`src/rtl/word_string_length_scanner_macros.svh`:
```
// Assertion macros shared by the scanner RTL.
// Each macro takes a label, a clock, an active-low reset and a property body or condition.
`ifndef WORD_STRING_LENGTH_SCANNER_MACROS_SVH
`define WORD_STRING_LENGTH_SCANNER_MACROS_SVH

`ifndef SYNTH

// The property must hold at every clock edge outside reset.
`define WSLS_ASSERT(label, clk, rst_n, prop) \
  label: assert property (@(posedge clk) disable iff (!(rst_n)) (prop)) \
    else $error("scanner assertion failed");

// The condition must never be seen at a clock edge outside reset.
`define WSLS_ASSERT_NEVER(label, clk, rst_n, cond) \
  label: assert property (@(posedge clk) disable iff (!(rst_n)) !(cond)) \
    else $error("scanner forbidden condition seen");

`else

`define WSLS_ASSERT(label, clk, rst_n, prop)
`define WSLS_ASSERT_NEVER(label, clk, rst_n, cond)

`endif

`endif

```
`src/rtl/wsls_pkg.sv`:
```
`timescale 1ns / 1ps
`default_nettype none

package wsls_pkg;

  localparam int unsigned WORD_W      = 64;
  localparam int unsigned LIMIT_W     = 8;
  localparam int unsigned LEN_W       = 7;
  localparam int unsigned BYTES       = 8;
  localparam int unsigned BYTE_IDX_W  = 3;
  localparam int unsigned MAX_WORDS_DEF = 16;
  localparam int unsigned QUEUE_DEPTH = 2;
  localparam int unsigned QPTR_W      = 1;
  localparam int unsigned QCNT_W      = 2;

  localparam logic [WORD_W-1:0] SUB_ONES  = 64'h0101_0101_0101_0101;
  localparam logic [WORD_W-1:0] HIGH_BITS = 64'h8080_8080_8080_8080;
  localparam logic [LEN_W-1:0]  LEN_SAT   = 7'h7F;

  // One classified word as it travels from the front to the back.
  typedef struct packed {
    logic                  first;
    logic [LIMIT_W-1:0]    limit;
    logic                  has_zero;
    logic [BYTE_IDX_W-1:0] zero_idx;
  } entry_t;

  // Queue occupancy as seen by both sides.
  typedef struct packed {
    logic full;
    logic empty;
  } q_status_t;

endpackage

`default_nettype wire

```
`src/rtl/wsls_word_if.sv`:
```
`timescale 1ns / 1ps
`default_nettype none

interface wsls_word_if;
  logic                                valid;
  logic                                ready;
  logic [wsls_pkg::WORD_W-1:0]         string_word;
  logic                                first_word;
  logic [wsls_pkg::LIMIT_W-1:0]        max_length;

  modport source (output valid, output string_word, output first_word,
                  output max_length, input ready);
  modport sink   (input valid, input string_word, input first_word,
                  input max_length, output ready);
endinterface

`default_nettype wire

```
`src/rtl/wsls_result_if.sv`:
```
`timescale 1ns / 1ps
`default_nettype none

interface wsls_result_if;
  logic                         valid;
  logic                         ready;
  logic [wsls_pkg::LEN_W-1:0]   length;
  logic                         too_long;

  modport source (output valid, output length, output too_long, input ready);
  modport sink   (input valid, input length, input too_long, output ready);
endinterface

`default_nettype wire

```
`src/rtl/wsls_front.sv`:
```
`timescale 1ns / 1ps
`default_nettype none

// Accepts words and finds the lowest zero byte of each.
module wsls_front (
  wsls_word_if.sink             word_i,
  input  wsls_pkg::q_status_t   q_status_i,
  output logic                  push_o,
  output wsls_pkg::entry_t      entry_o
);

  logic [wsls_pkg::WORD_W-1:0]     flags;
  logic [wsls_pkg::BYTE_IDX_W-1:0] idx;

  // The subtract-and-mask test says whether any byte is zero at all.
  assign flags = (word_i.string_word - wsls_pkg::SUB_ONES) & ~word_i.string_word
                 & wsls_pkg::HIGH_BITS;

  // Scan from the top byte down so that the lowest zero byte wins.
  always_comb begin
    idx = '0;
    for (int i = wsls_pkg::BYTES - 1; i >= 0; i--) begin
      if (word_i.string_word[i*8 +: 8] == 8'h00) begin
        idx = wsls_pkg::BYTE_IDX_W'(i);
      end
    end
  end

  assign word_i.ready = !q_status_i.full;
  assign push_o       = word_i.valid && !q_status_i.full;

  assign entry_o.first    = word_i.first_word;
  assign entry_o.limit    = word_i.max_length;
  assign entry_o.has_zero = |flags;
  assign entry_o.zero_idx = idx;

endmodule

`default_nettype wire

```
`src/rtl/wsls_queue.sv`:
```
`timescale 1ns / 1ps
`default_nettype none

// Two-entry queue between the front and the back.
module wsls_queue (
  input  logic                  clk_i,
  input  logic                  rst_ni,
  input  logic                  push_i,
  input  wsls_pkg::entry_t      entry_i,
  input  logic                  pop_i,
  output wsls_pkg::entry_t      entry_o,
  output wsls_pkg::q_status_t   status_o
);

  wsls_pkg::entry_t                 mem_q [wsls_pkg::QUEUE_DEPTH];
  logic [wsls_pkg::QPTR_W-1:0]      wr_ptr_q, wr_ptr_d;
  logic [wsls_pkg::QPTR_W-1:0]      rd_ptr_q, rd_ptr_d;
  logic [wsls_pkg::QCNT_W-1:0]      cnt_q, cnt_d;

  always_comb begin
    wr_ptr_d = wr_ptr_q + (push_i ? 1'b1 : 1'b0);
    rd_ptr_d = rd_ptr_q + (pop_i ? 1'b1 : 1'b0);
    cnt_d    = cnt_q;
    unique case ({push_i, pop_i})
      2'b10:   cnt_d = cnt_q + 1'b1;
      2'b01:   cnt_d = cnt_q - 1'b1;
      default: cnt_d = cnt_q;
    endcase
  end

  always_ff @(posedge clk_i or negedge rst_ni) begin
    if (!rst_ni) begin
      wr_ptr_q <= '0;
      rd_ptr_q <= '0;
      cnt_q    <= '0;
    end else begin
      wr_ptr_q <= wr_ptr_d;
      rd_ptr_q <= rd_ptr_d;
      cnt_q    <= cnt_d;
    end
  end

  always_ff @(posedge clk_i) begin
    if (push_i) begin
      mem_q[wr_ptr_q] <= entry_i;
    end
  end

  assign entry_o        = mem_q[rd_ptr_q];
  assign status_o.full  = (cnt_q == wsls_pkg::QCNT_W'(wsls_pkg::QUEUE_DEPTH));
  assign status_o.empty = (cnt_q == '0);

endmodule

`default_nettype wire

```
`src/rtl/wsls_back.sv`:
```
`timescale 1ns / 1ps
`default_nettype none

// Keeps the per-string state, applies each classified word of an open string and holds the result.
module wsls_back #(
  parameter int unsigned MAX_WORDS = wsls_pkg::MAX_WORDS_DEF
) (
  input  logic                 clk_i,
  input  logic                 rst_ni,
  input  logic                 q_valid_i,
  input  wsls_pkg::entry_t     entry_i,
  output logic                 pop_o,
  wsls_result_if.source        result_o
);

  localparam int unsigned CntW = $clog2(MAX_WORDS + 1);
  localparam int unsigned CmpW = 9;

  logic [wsls_pkg::LEN_W-1:0]   rl_q, rl_base, rl_new;
  logic [CntW-1:0]              ws_q, ws_base, consumed;
  logic [wsls_pkg::LIMIT_W-1:0] lim_q, lim;
  logic                         done_q;
  logic                         active, hit, over, emit;
  logic [wsls_pkg::LEN_W:0]     sum;
  logic [3:0]                   step;
  logic                         out_valid_q;
  logic [wsls_pkg::LEN_W-1:0]   out_len_q;
  logic                         out_long_q;

  assign pop_o = q_valid_i && (!out_valid_q || result_o.ready);

  always_comb begin
    active   = entry_i.first || !done_q;
    rl_base  = entry_i.first ? '0 : rl_q;
    ws_base  = entry_i.first ? '0 : ws_q;
    lim      = entry_i.first ? entry_i.limit : lim_q;
    hit      = entry_i.has_zero;
    step     = hit ? {1'b0, entry_i.zero_idx} : 4'd8;
    sum      = {1'b0, rl_base} + {4'b0000, step};
    rl_new   = sum[wsls_pkg::LEN_W] ? wsls_pkg::LEN_SAT : sum[wsls_pkg::LEN_W-1:0];
    consumed = ws_base + CntW'(1);
    over     = (CmpW'({consumed, 3'b000}) > CmpW'(lim))
               || (consumed >= CntW'(MAX_WORDS));
    emit     = active && (hit || over);
  end

  always_ff @(posedge clk_i or negedge rst_ni) begin
    if (!rst_ni) begin
      rl_q        <= '0;
      ws_q        <= '0;
      lim_q       <= '0;
      done_q      <= 1'b1;
      out_valid_q <= 1'b0;
    end else begin
      if (pop_o && active) begin
        rl_q   <= rl_new;
        ws_q   <= hit ? ws_base : consumed;
        lim_q  <= lim;
        done_q <= hit || over;
      end
      if (pop_o && emit) begin
        out_valid_q <= 1'b1;
      end else if (result_o.ready) begin
        out_valid_q <= 1'b0;
      end
    end
  end

  always_ff @(posedge clk_i) begin
    if (pop_o && emit) begin
      out_len_q  <= hit ? rl_new : '0;
      out_long_q <= !hit;
    end
  end

  assign result_o.valid    = out_valid_q;
  assign result_o.length   = out_len_q;
  assign result_o.too_long = out_long_q;

endmodule

`default_nettype wire

```
`src/rtl/word_string_length_scanner.sv`:
```
`timescale 1ns / 1ps
`default_nettype none
// Channel    Dir  Payload                                   Handshake
// word_i     in   string_word[63:0], first_word, max_length  valid / ready
// result_o   out  length[6:0], too_long                      valid / ready
//
// One word is taken in every cycle while the two-entry queue has room.
// A result is registered once the word that ends the string has passed the queue;
// the back end applies one queued word per cycle while its result register is empty or being read.
// Reset is asynchronous and active low; it leaves the scanner waiting for a
// word marked as the first of a string, with no clearing pass.
// A stalled result only holds back the back end; the front keeps filling the
// queue until it is full, and then lowers ready.

`include "word_string_length_scanner_macros.svh"

module word_string_length_scanner #(
  parameter int unsigned MAX_WORDS = wsls_pkg::MAX_WORDS_DEF
) (
  input  logic            clk_i,
  input  logic            rst_ni,
  wsls_word_if.sink       word_i,
  wsls_result_if.source   result_o
);

  // The front classifies each word: whether it holds a zero byte and where.
  logic                  push;
  logic                  pop;
  wsls_pkg::entry_t      front_entry;
  wsls_pkg::entry_t      back_entry;
  wsls_pkg::q_status_t   q_status;

  wsls_front u_front (
    .word_i     (word_i),
    .q_status_i (q_status),
    .push_o     (push),
    .entry_o    (front_entry)
  );

  // The queue lets the back end stall on the result without stopping input.
  wsls_queue u_queue (
    .clk_i    (clk_i),
    .rst_ni   (rst_ni),
    .push_i   (push),
    .entry_i  (front_entry),
    .pop_i    (pop),
    .entry_o  (back_entry),
    .status_o (q_status)
  );

  // The back end owns the running length, word count and limit of a string.
  wsls_back #(
    .MAX_WORDS (MAX_WORDS)
  ) u_back (
    .clk_i     (clk_i),
    .rst_ni    (rst_ni),
    .q_valid_i (!q_status.empty),
    .entry_i   (back_entry),
    .pop_o     (pop),
    .result_o  (result_o)
  );

  // The front must never write into a full queue.
  `WSLS_ASSERT_NEVER(a_no_push_full, clk_i, rst_ni, push && q_status.full)
  // The queue cannot pop when it holds nothing.
  `WSLS_ASSERT_NEVER(a_no_pop_empty, clk_i, rst_ni, pop && q_status.empty)
  // With an empty result register, queued work is always taken at once.
  `WSLS_ASSERT(a_back_busy, clk_i, rst_ni, (!q_status.empty && !result_o.valid) |-> pop)
  // A too-long result reports no length.
  `WSLS_ASSERT(a_long_zero, clk_i, rst_ni, (result_o.valid && result_o.too_long) |-> (result_o.length == '0))

endmodule

`default_nettype wire
```
`src/flat_wrapper.sv`:
```
// flat-port wrapper written by rule: the top's interface ports become plain ports
module word_string_length_scanner_flat 
#(
  parameter int unsigned MAX_WORDS = wsls_pkg::MAX_WORDS_DEF
)
  (clk_i, rst_ni, word_i_valid, word_i_string_word, word_i_first_word, word_i_max_length, word_i_ready, result_o_valid, result_o_length, result_o_too_long, result_o_ready);
  wsls_word_if word_i_i ();
  wsls_result_if result_o_i ();
  input  logic clk_i;
  input  logic rst_ni;
  input wire logic [$bits(word_i_i.valid)-1:0] word_i_valid;
  input wire logic [$bits(word_i_i.string_word)-1:0] word_i_string_word;
  input wire logic [$bits(word_i_i.first_word)-1:0] word_i_first_word;
  input wire logic [$bits(word_i_i.max_length)-1:0] word_i_max_length;
  output wire logic [$bits(word_i_i.ready)-1:0] word_i_ready;
  output wire logic [$bits(result_o_i.valid)-1:0] result_o_valid;
  output wire logic [$bits(result_o_i.length)-1:0] result_o_length;
  output wire logic [$bits(result_o_i.too_long)-1:0] result_o_too_long;
  input wire logic [$bits(result_o_i.ready)-1:0] result_o_ready;
  assign word_i_i.valid = word_i_valid;
  assign word_i_i.string_word = word_i_string_word;
  assign word_i_i.first_word = word_i_first_word;
  assign word_i_i.max_length = word_i_max_length;
  assign word_i_ready = word_i_i.ready;
  assign result_o_valid = result_o_i.valid;
  assign result_o_length = result_o_i.length;
  assign result_o_too_long = result_o_i.too_long;
  assign result_o_i.ready = result_o_ready;
  word_string_length_scanner #(.MAX_WORDS(MAX_WORDS)) u_core (.clk_i(clk_i), .rst_ni(rst_ni), .word_i(word_i_i), .result_o(result_o_i));
endmodule
```
`config.mk`:
```
export PLATFORM = sky130hd
export DESIGN_NAME = word_string_length_scanner_flat
export DESIGN_NICKNAME = d
export VERILOG_FILES = /design/src/rtl/wsls_pkg.sv /design/src/rtl/wsls_word_if.sv /design/src/rtl/wsls_result_if.sv /design/src/rtl/wsls_front.sv /design/src/rtl/wsls_queue.sv /design/src/rtl/wsls_back.sv /design/src/rtl/word_string_length_scanner.sv /design/src/flat_wrapper.sv
export VERILOG_INCLUDE_DIRS = /design/src /design/src/rtl
export SDC_FILE = /design/constraint.sdc
export NUM_CORES = 1
export LEC_CHECK = 0
export BUFFER_PORTS_ARGS = -buffer_cell sky130_fd_sc_hd__buf_2
export CAP_MARGIN = 20
export CORE_ASPECT_RATIO = 0.5
export CORE_MARGIN = 4
export CORE_UTILIZATION = 53
export DETAILED_ROUTE_END_ITERATION = 8
export PLACE_DENSITY = 0.85
export SLEW_MARGIN = 20
export SYNTH_ARGS = -nofsm -noshare
export SYNTH_HDL_FRONTEND = slang
export SYNTH_SLANG_ARGS = --single-unit
```
`constraint.sdc`:
```
create_clock -name clk_i -period 3.5 [get_ports clk_i]
set_input_delay 0.35 -clock clk_i [delete_from_list [all_inputs] [get_ports clk_i]]
set_output_delay 0.35 -clock clk_i [all_outputs]
set_load 0.01 [all_outputs]
```
## Word-level counts from Yosys, hierarchy flattened

Memory sizes are Yosys's and may differ from the RTL's.
Cells that the tools add are included.

- Register bits: 34
- Bits in writable memories: 26
- Input port bits: 77
- Output and inout bits: 10
- Logic and storage cells: 71
- Memories: 1

- $add $sub $neg: 7
- $lt $le $gt $ge: 2
- Eq/ne operators: 3
- Multiplexer cells: 20
- Bitwise logic cells: 2
- Reduce and logical (&&, ||, !) cells: 26

Memories:

| name | words | width | read ports | clocked after memory_dff | wr ports | line | RTL |
|---|---|---|---|---|---|---|---|
| u_core.u_queue.mem_q | 2 | 13 | 1 | 0 | 1 | wsls_queue.sv:15 | `wsls_pkg::entry_t mem_q [wsls_pkg::QUEUE_DEPTH];` |

Operators with widths:

| cell | number |
|---|---|
| AND 64 bit | 1 |
| zero test 8 bit | 8 |
| NOT 64 bit | 1 |
| subtractor 64 x 57 -> 64 bit (second input constant) | 1 |
| 2-to-1 mux 3 bit | 8 |
| 2-to-1 mux 7 bit | 2 |
| 2-to-1 mux 5 bit | 2 |
| adder 7 x 4 -> 8 bit | 1 |
| greater-than comparator 8 bit | 1 |
| 2-to-1 mux 8 bit | 1 |
| OR reduction 8 bit | 1 |
| adder 5 x 1 -> 5 bit (second input constant) | 1 |
| >= comparator 5 bit (second input constant) | 1 |
| logical AND 1 bit | 5 |
| zero test 1 bit | 5 |
| 2-to-1 mux 1 bit | 5 |
| equality test 2 bit (second input constant) | 2 |
| logical OR 1 bit | 4 |
| 2-to-1 mux 4 bit | 1 |
| one-hot mux 2 bit (2 select lines) | 1 |
| nonzero test 2 bit | 2 |
| adder 1 bit | 2 |
| adder 2 x 1 -> 2 bit (second input constant) | 1 |
| equality test 2 x 1 -> 1 bit (second input constant) | 1 |
| 2 further kinds | 2 |

## Logic depth before layout (Yosys ltp)

- Depth in word-level cells: 9
- Depth in mapped cells: 13
- Gate-level depth less buffers: 10

## Modules after synthesis

Synthesis repeated with hierarchy kept, for this count alone.

- Cell total of the unflattened synthesis: 324
- Area total of the unflattened synthesis: 3479.6 um2

By module, submodules not included:

| module | instances | cells an instance | area an instance (um2) | sequential area each (um2) |
|---|---|---|---|---|
| wsls_back | 1 | 182 | 1795.5 | 792.0 |
| wsls_queue | 1 | 57 | 1137.3 | 880.8 |
| wsls_front | 1 | 84 | 543.0 | 0.0 |
| word_string_length_scanner | 1 | 1 | 3.8 | 0.0 |

## Worst setup path after synthesis

No wires, ideal clock.

- Path kind: register -> register
- Start point: reg u_core.u_queue.rd_ptr_q
- End point: reg u_core.u_back.out_len_q, in the netlist u_core.u_back.result_o.length[6], data pin
- Setup time: 0.276 ns
- Data arrival time: 2.846 ns
- Data required time: 3.224 ns
- Path slack: 0.379 ns
- Cell stages (with the launch flop): 14
- Path buffers: 3
- Clock period less this slack: 3.121 ns
- Path through: dfrtp_1 buf_2 mux2i_1 clkbuf_1 clkbuf_1 and2_1 ha_1 inv_1 fa_1 nor2b_1 o21ai_0 and2_1 a2111oi_0 nor4_1

- Word-level cells in the longest chain between the ends: 4
- Elaborated cells on any way between the ends: 5
- Those cells by class: add/sub (1); mux (3); memory (1)

RTL lines:

| element | line | RTL |
|---|---|---|
| start, declared | wsls_queue.sv:17 | `logic [wsls_pkg::QPTR_W-1:0] rd_ptr_q, rd_ptr_d;` |
| start signal, assigned | wsls_queue.sv:38 | `rd_ptr_q <= rd_ptr_d;` |
| memory read (2 x 13 bit) * | n/a |  |
| 2-to-1 mux 7 bit or 2-to-1 mux 4 bit (tied branches) | wsls_back.sv:34, wsls_back.sv:38 |  |
| adder 7 x 4 -> 8 bit | wsls_back.sv:39 | `sum = {1'b0, rl_base} + {4'b0000, step};` |
| 2-to-1 mux 7 bit | wsls_back.sv:40 | `rl_new = sum[wsls_pkg::LEN_W] ? wsls_pkg::LEN_SAT : sum[wsls_pkg::LEN_W-1:0];` |
| end signal, assigned | wsls_back.sv:71 | `out_len_q <= hit ? rl_new : '0;` |
| end, declared | wsls_back.sv:27 | `logic [wsls_pkg::LEN_W-1:0] out_len_q;` |

Mark *: on every way between the ends. The rest lies on a longest branch, timed or not.
A chain may end at the register's enable or synchronous reset.

## Worst setup path after layout

- Start point: reg u_core.u_queue.rd_ptr_q
- End point: reg u_core.u_back.out_len_q, in the netlist u_core.u_back.result_o.length[1] (enable)

- Word-level cells in the longest chain between the ends: 8
- Elaborated cells on any way between the ends: 11
- Those cells by class: add/sub (1); order compare (2); mux (2); reduce/logical (5); memory (1)

RTL lines:

| element | line | RTL |
|---|---|---|
| memory read (2 x 13 bit) * | n/a |  |
| 2-to-1 mux 5 bit | wsls_back.sv:35 | `ws_base = entry_i.first ? '0 : ws_q;` |
| adder 5 x 1 -> 5 bit | wsls_back.sv:41 | `consumed = ws_base + CntW'(1);` |
| greater-than comparator 8 bit or >= comparator 5 bit (tied branches) | wsls_back.sv:42, wsls_back.sv:43 |  |
| logical OR 1 bit | wsls_back.sv:43 | `\|\| (consumed >= CntW'(MAX_WORDS));` |
| logical OR 1 bit | wsls_back.sv:44 | `emit = active && (hit \|\| over);` |
| logical AND 1 bit * | wsls_back.sv:44 |  |
| logical AND 1 bit * | wsls_back.sv:70 | `if (pop_o && emit) begin` |

Marked as above.

==> flow_summary.toml <==
[logic_synthesis]
synth_ff_type = "edfxtp_1"
netlist_area_mm2 = 0.00325
netlist_top_cells_count = "edfxtp_1 (34), nand2_1 (27), nor2_1 (27)"
syn_inst = 307
yosys.area.top_type = "edfxtp_1"
synth.top_cell.area_share = 0.314
ys_seq_area_frac = 0.514
ys_async_sr_fraction = 0.433
synthMostInstantiatedCell = "edfxtp_1"
synth_edf_count = 34
ys_seq_elements = 60
synth_area_per_cell_um2 = 10.6
synth_area_leaders = "edfxtp_1 (31%), dfrtp_1 (19%), ha_1 (4.6%)"
synth.distinct_cells = 53
syn-num-nets = 397
yosys_warnings = 0

[layout]
nNetsFinal = 491
final_layout_size_suffix_gt1_frac = 0.293
ff_latch_area_mm2 = 0.00167
multiInputGateArea_mm2 = 0.00150
antenna_cells = 0
areaGrowthSynthToFinish_pct = 25.6
finish.utilization = 0.716
nFillCells = 387

[grt]
grt_use_total = 0.220
grt_pass1_vias = 2913
antenna_found_initial = 0
overflow = 0
grt_max_degree = 27
grt_first_pass_wirelength_um = 13200

[critical_path]
crit_type = "register to register"
arrival_ns = 3.31
end_kind = "register"
critPathLaunchType = "register"
worstPathRequired_ns = 3.58
cp_max_fo = 15

[detailed_routing]
drt_iter0_drc = 189
first_pass_iters = 6
avgViaCountPerCell = 5.89
drc = 0
routed_wl_um = 7960
via_count = 2822
routedWlPerCell_um = 16.6
ant_nets = 0

[floorplanning]
dieArea_mm2 = 0.00753
start_util = 0.570
ios = 87
die_w_um = 119
core_region_area_mm2 = 0.00571
placementRows = 19
fp.dieH_um = 63.4

[clocking]
cts.sinks = 60
tritoncts = "yes"
cts_max_path_buffers = 2
cts_made_buffers = 9
cts_root_buffer = "clkbuf_16"
path_clk_slew_ns = 0.06
clk_latency_ns = 0.33
htreeDepth = 3

[sta]
finalHoldViolCount = 0
period_share = 0.922
rsz0062_at_grt = "no"
slew_headroom = 0.401
report.final.slew_viol_count = 0
clock_skew_ns = 0.00795
fin_setup_tns_ns = 0
max_freq_ghz = 0.310
setup_violations = 0
worst_pin_slew_ns = 0.898
layout_min_cycle_time_ns = 3.23

[place]
dpl.hpwl_um = 5970
place.gp.congestion = 0.965
numPortBuffers = 86

[power]
p_leak_uw = 0.00173
ir_worst_vdd_uv = 382
finalPower_uw = 3440
p_per_area_mw_per_mm2 = 843

[job]
cap_viol_max_count = 0

[worst_hold_path]
hold_path_class = "input pin to async pin"

[outcome]
outcome = "finished clean"
[critical path: stages, from the launching register on]
cell and delay (ns):
dfrtp_1 0.59, buf_4 0.29, mux2_2 0.47, nor2_1 0.27, ha_1 0.19, nand3_1 0.11
a2111o_1 0.43, a211oi_2 0.33, nor2_1 0.08, buf_4 0.21
[report_power, final]
part	switching (µW)	internal, µW	total, µW	leakage [µW]
combinational	816	552	1370	0.000956
clock	309	550	859	0.000135
sequential	164	1050	1220	0.000644
[kinds of logic after synthesis]
logic type / Yosys count / share of synthesized area
AOI/OAI and AO/OA: 81 / 0.164
xor gates and xnor gates: 11 / 0.0296
adders and majority gates: 13 / 0.0523
buffers and inverters: 22 / 0.0258
DFF: 60 / 0.514
muxes: 18 / 0.0565
and+or+nand+nor: 102 / 0.157
[cells in the final DEF, fill, tap and decap left out, types with 3 or more instances in the layout]
master      count
buf_2          86
edfxtp_1       34
nor2_1         27
nand2_1        27
dfrtp_1        25
a21oi_1        20
o21ai_0        20
mux2i_1        15
nor4_1         12
inv_1          12
ha_1           12
clkbuf_16       9
xnor2_1         7
and2_1          7
buf_4           7
nor3_1          6
xor2_1          4
a31oi_1         4
or4_1           4
or3_1           4
a221oi_1        4
o21a_1          3
a32o_1          3
mux2_2          3
a211oi_1        3
o22ai_1         3
or2_2           3
a21boi_0        3
clkinvlp_4      3
[sequential cells by signal, indices dropped and copies added (netlist names)]
register,flops
u_core.u_queue.mem_q,26
u_core.u_back.done_q,1
u_core.u_back.result_o.valid,1
u_core.u_back.result_o.too_long,1
u_core.u_queue.rd_ptr_q,1
u_core.u_back.rl_q,7
u_core.u_back.lim_q,8
u_core.u_back.ws_q,5
u_core.u_back.result_o.length,7
u_core.u_queue.cnt_q,2
u_core.u_queue.wr_ptr_q,1
[layout make-up]
type	instances	area share
flip-flops and latches	60	0.409
multi-input cells	225	0.367
repair buffers	93	0.118
clock buffers	10	0.0560
well taps	73	0.0224
clock inverters	6	0.0162
inverters	12	0.0110
[stage by stage]
step           hold slack (ns)  instances  area [µm²]  setup WS [ns]
2_1_floorplan           0.0544        307        3250          0.379
3_3_place_gp             0.390        463        3790          0.547
3_5_place_dp             0.400        463        3790          0.317
4_1_cts                 0.0476        479        4080          0.278
5_1_grt                 0.0897        479        4090         0.0689
6_report                0.0329        479        4090          0.273
[metal layers]
metal,track usage,wire length [µm],vias to the layer above,share of wire
met4,0.101,210,0,0.026
met5,0,0,-,0
met2,0.383,3910,147,0.49
met1,0.245,3230,1297,0.41
li1,-,-,1353,-
met3,0.0769,606,25,0.076
[path summary, 6_finish.rpt]
check | from | endpoint | slack, ns | cells after the start
max in group asynchronous | rst_ni | u_core.u_back.ws_q[4] | 3.04 | 1
worst max-delay path | u_core.u_queue.rd_ptr_q | u_core.u_back.result_o.length[1] | 0.27 | 9
worst min register to register | u_core.u_back.lim_q[3] | u_core.u_back.lim_q[3] | 0.49 | 2
worst min-delay path | rst_ni | u_core.u_back.lim_q[2] | 0.03 | 1
worst max register to register | u_core.u_queue.rd_ptr_q | u_core.u_back.result_o.length[1] | 0.27 | 9
min in group clk_i | word_i_max_length[2] | u_core.u_queue.mem_q[0][6] | 0.21 | 1
[timing repair]
item	4_1_cts	5_1_grt
hold buffers	0	0
gates resized for setup	0	1
buffers inserted	0	0
setup endpoints to repair	0	1
(Power assumes the default switching activity.)
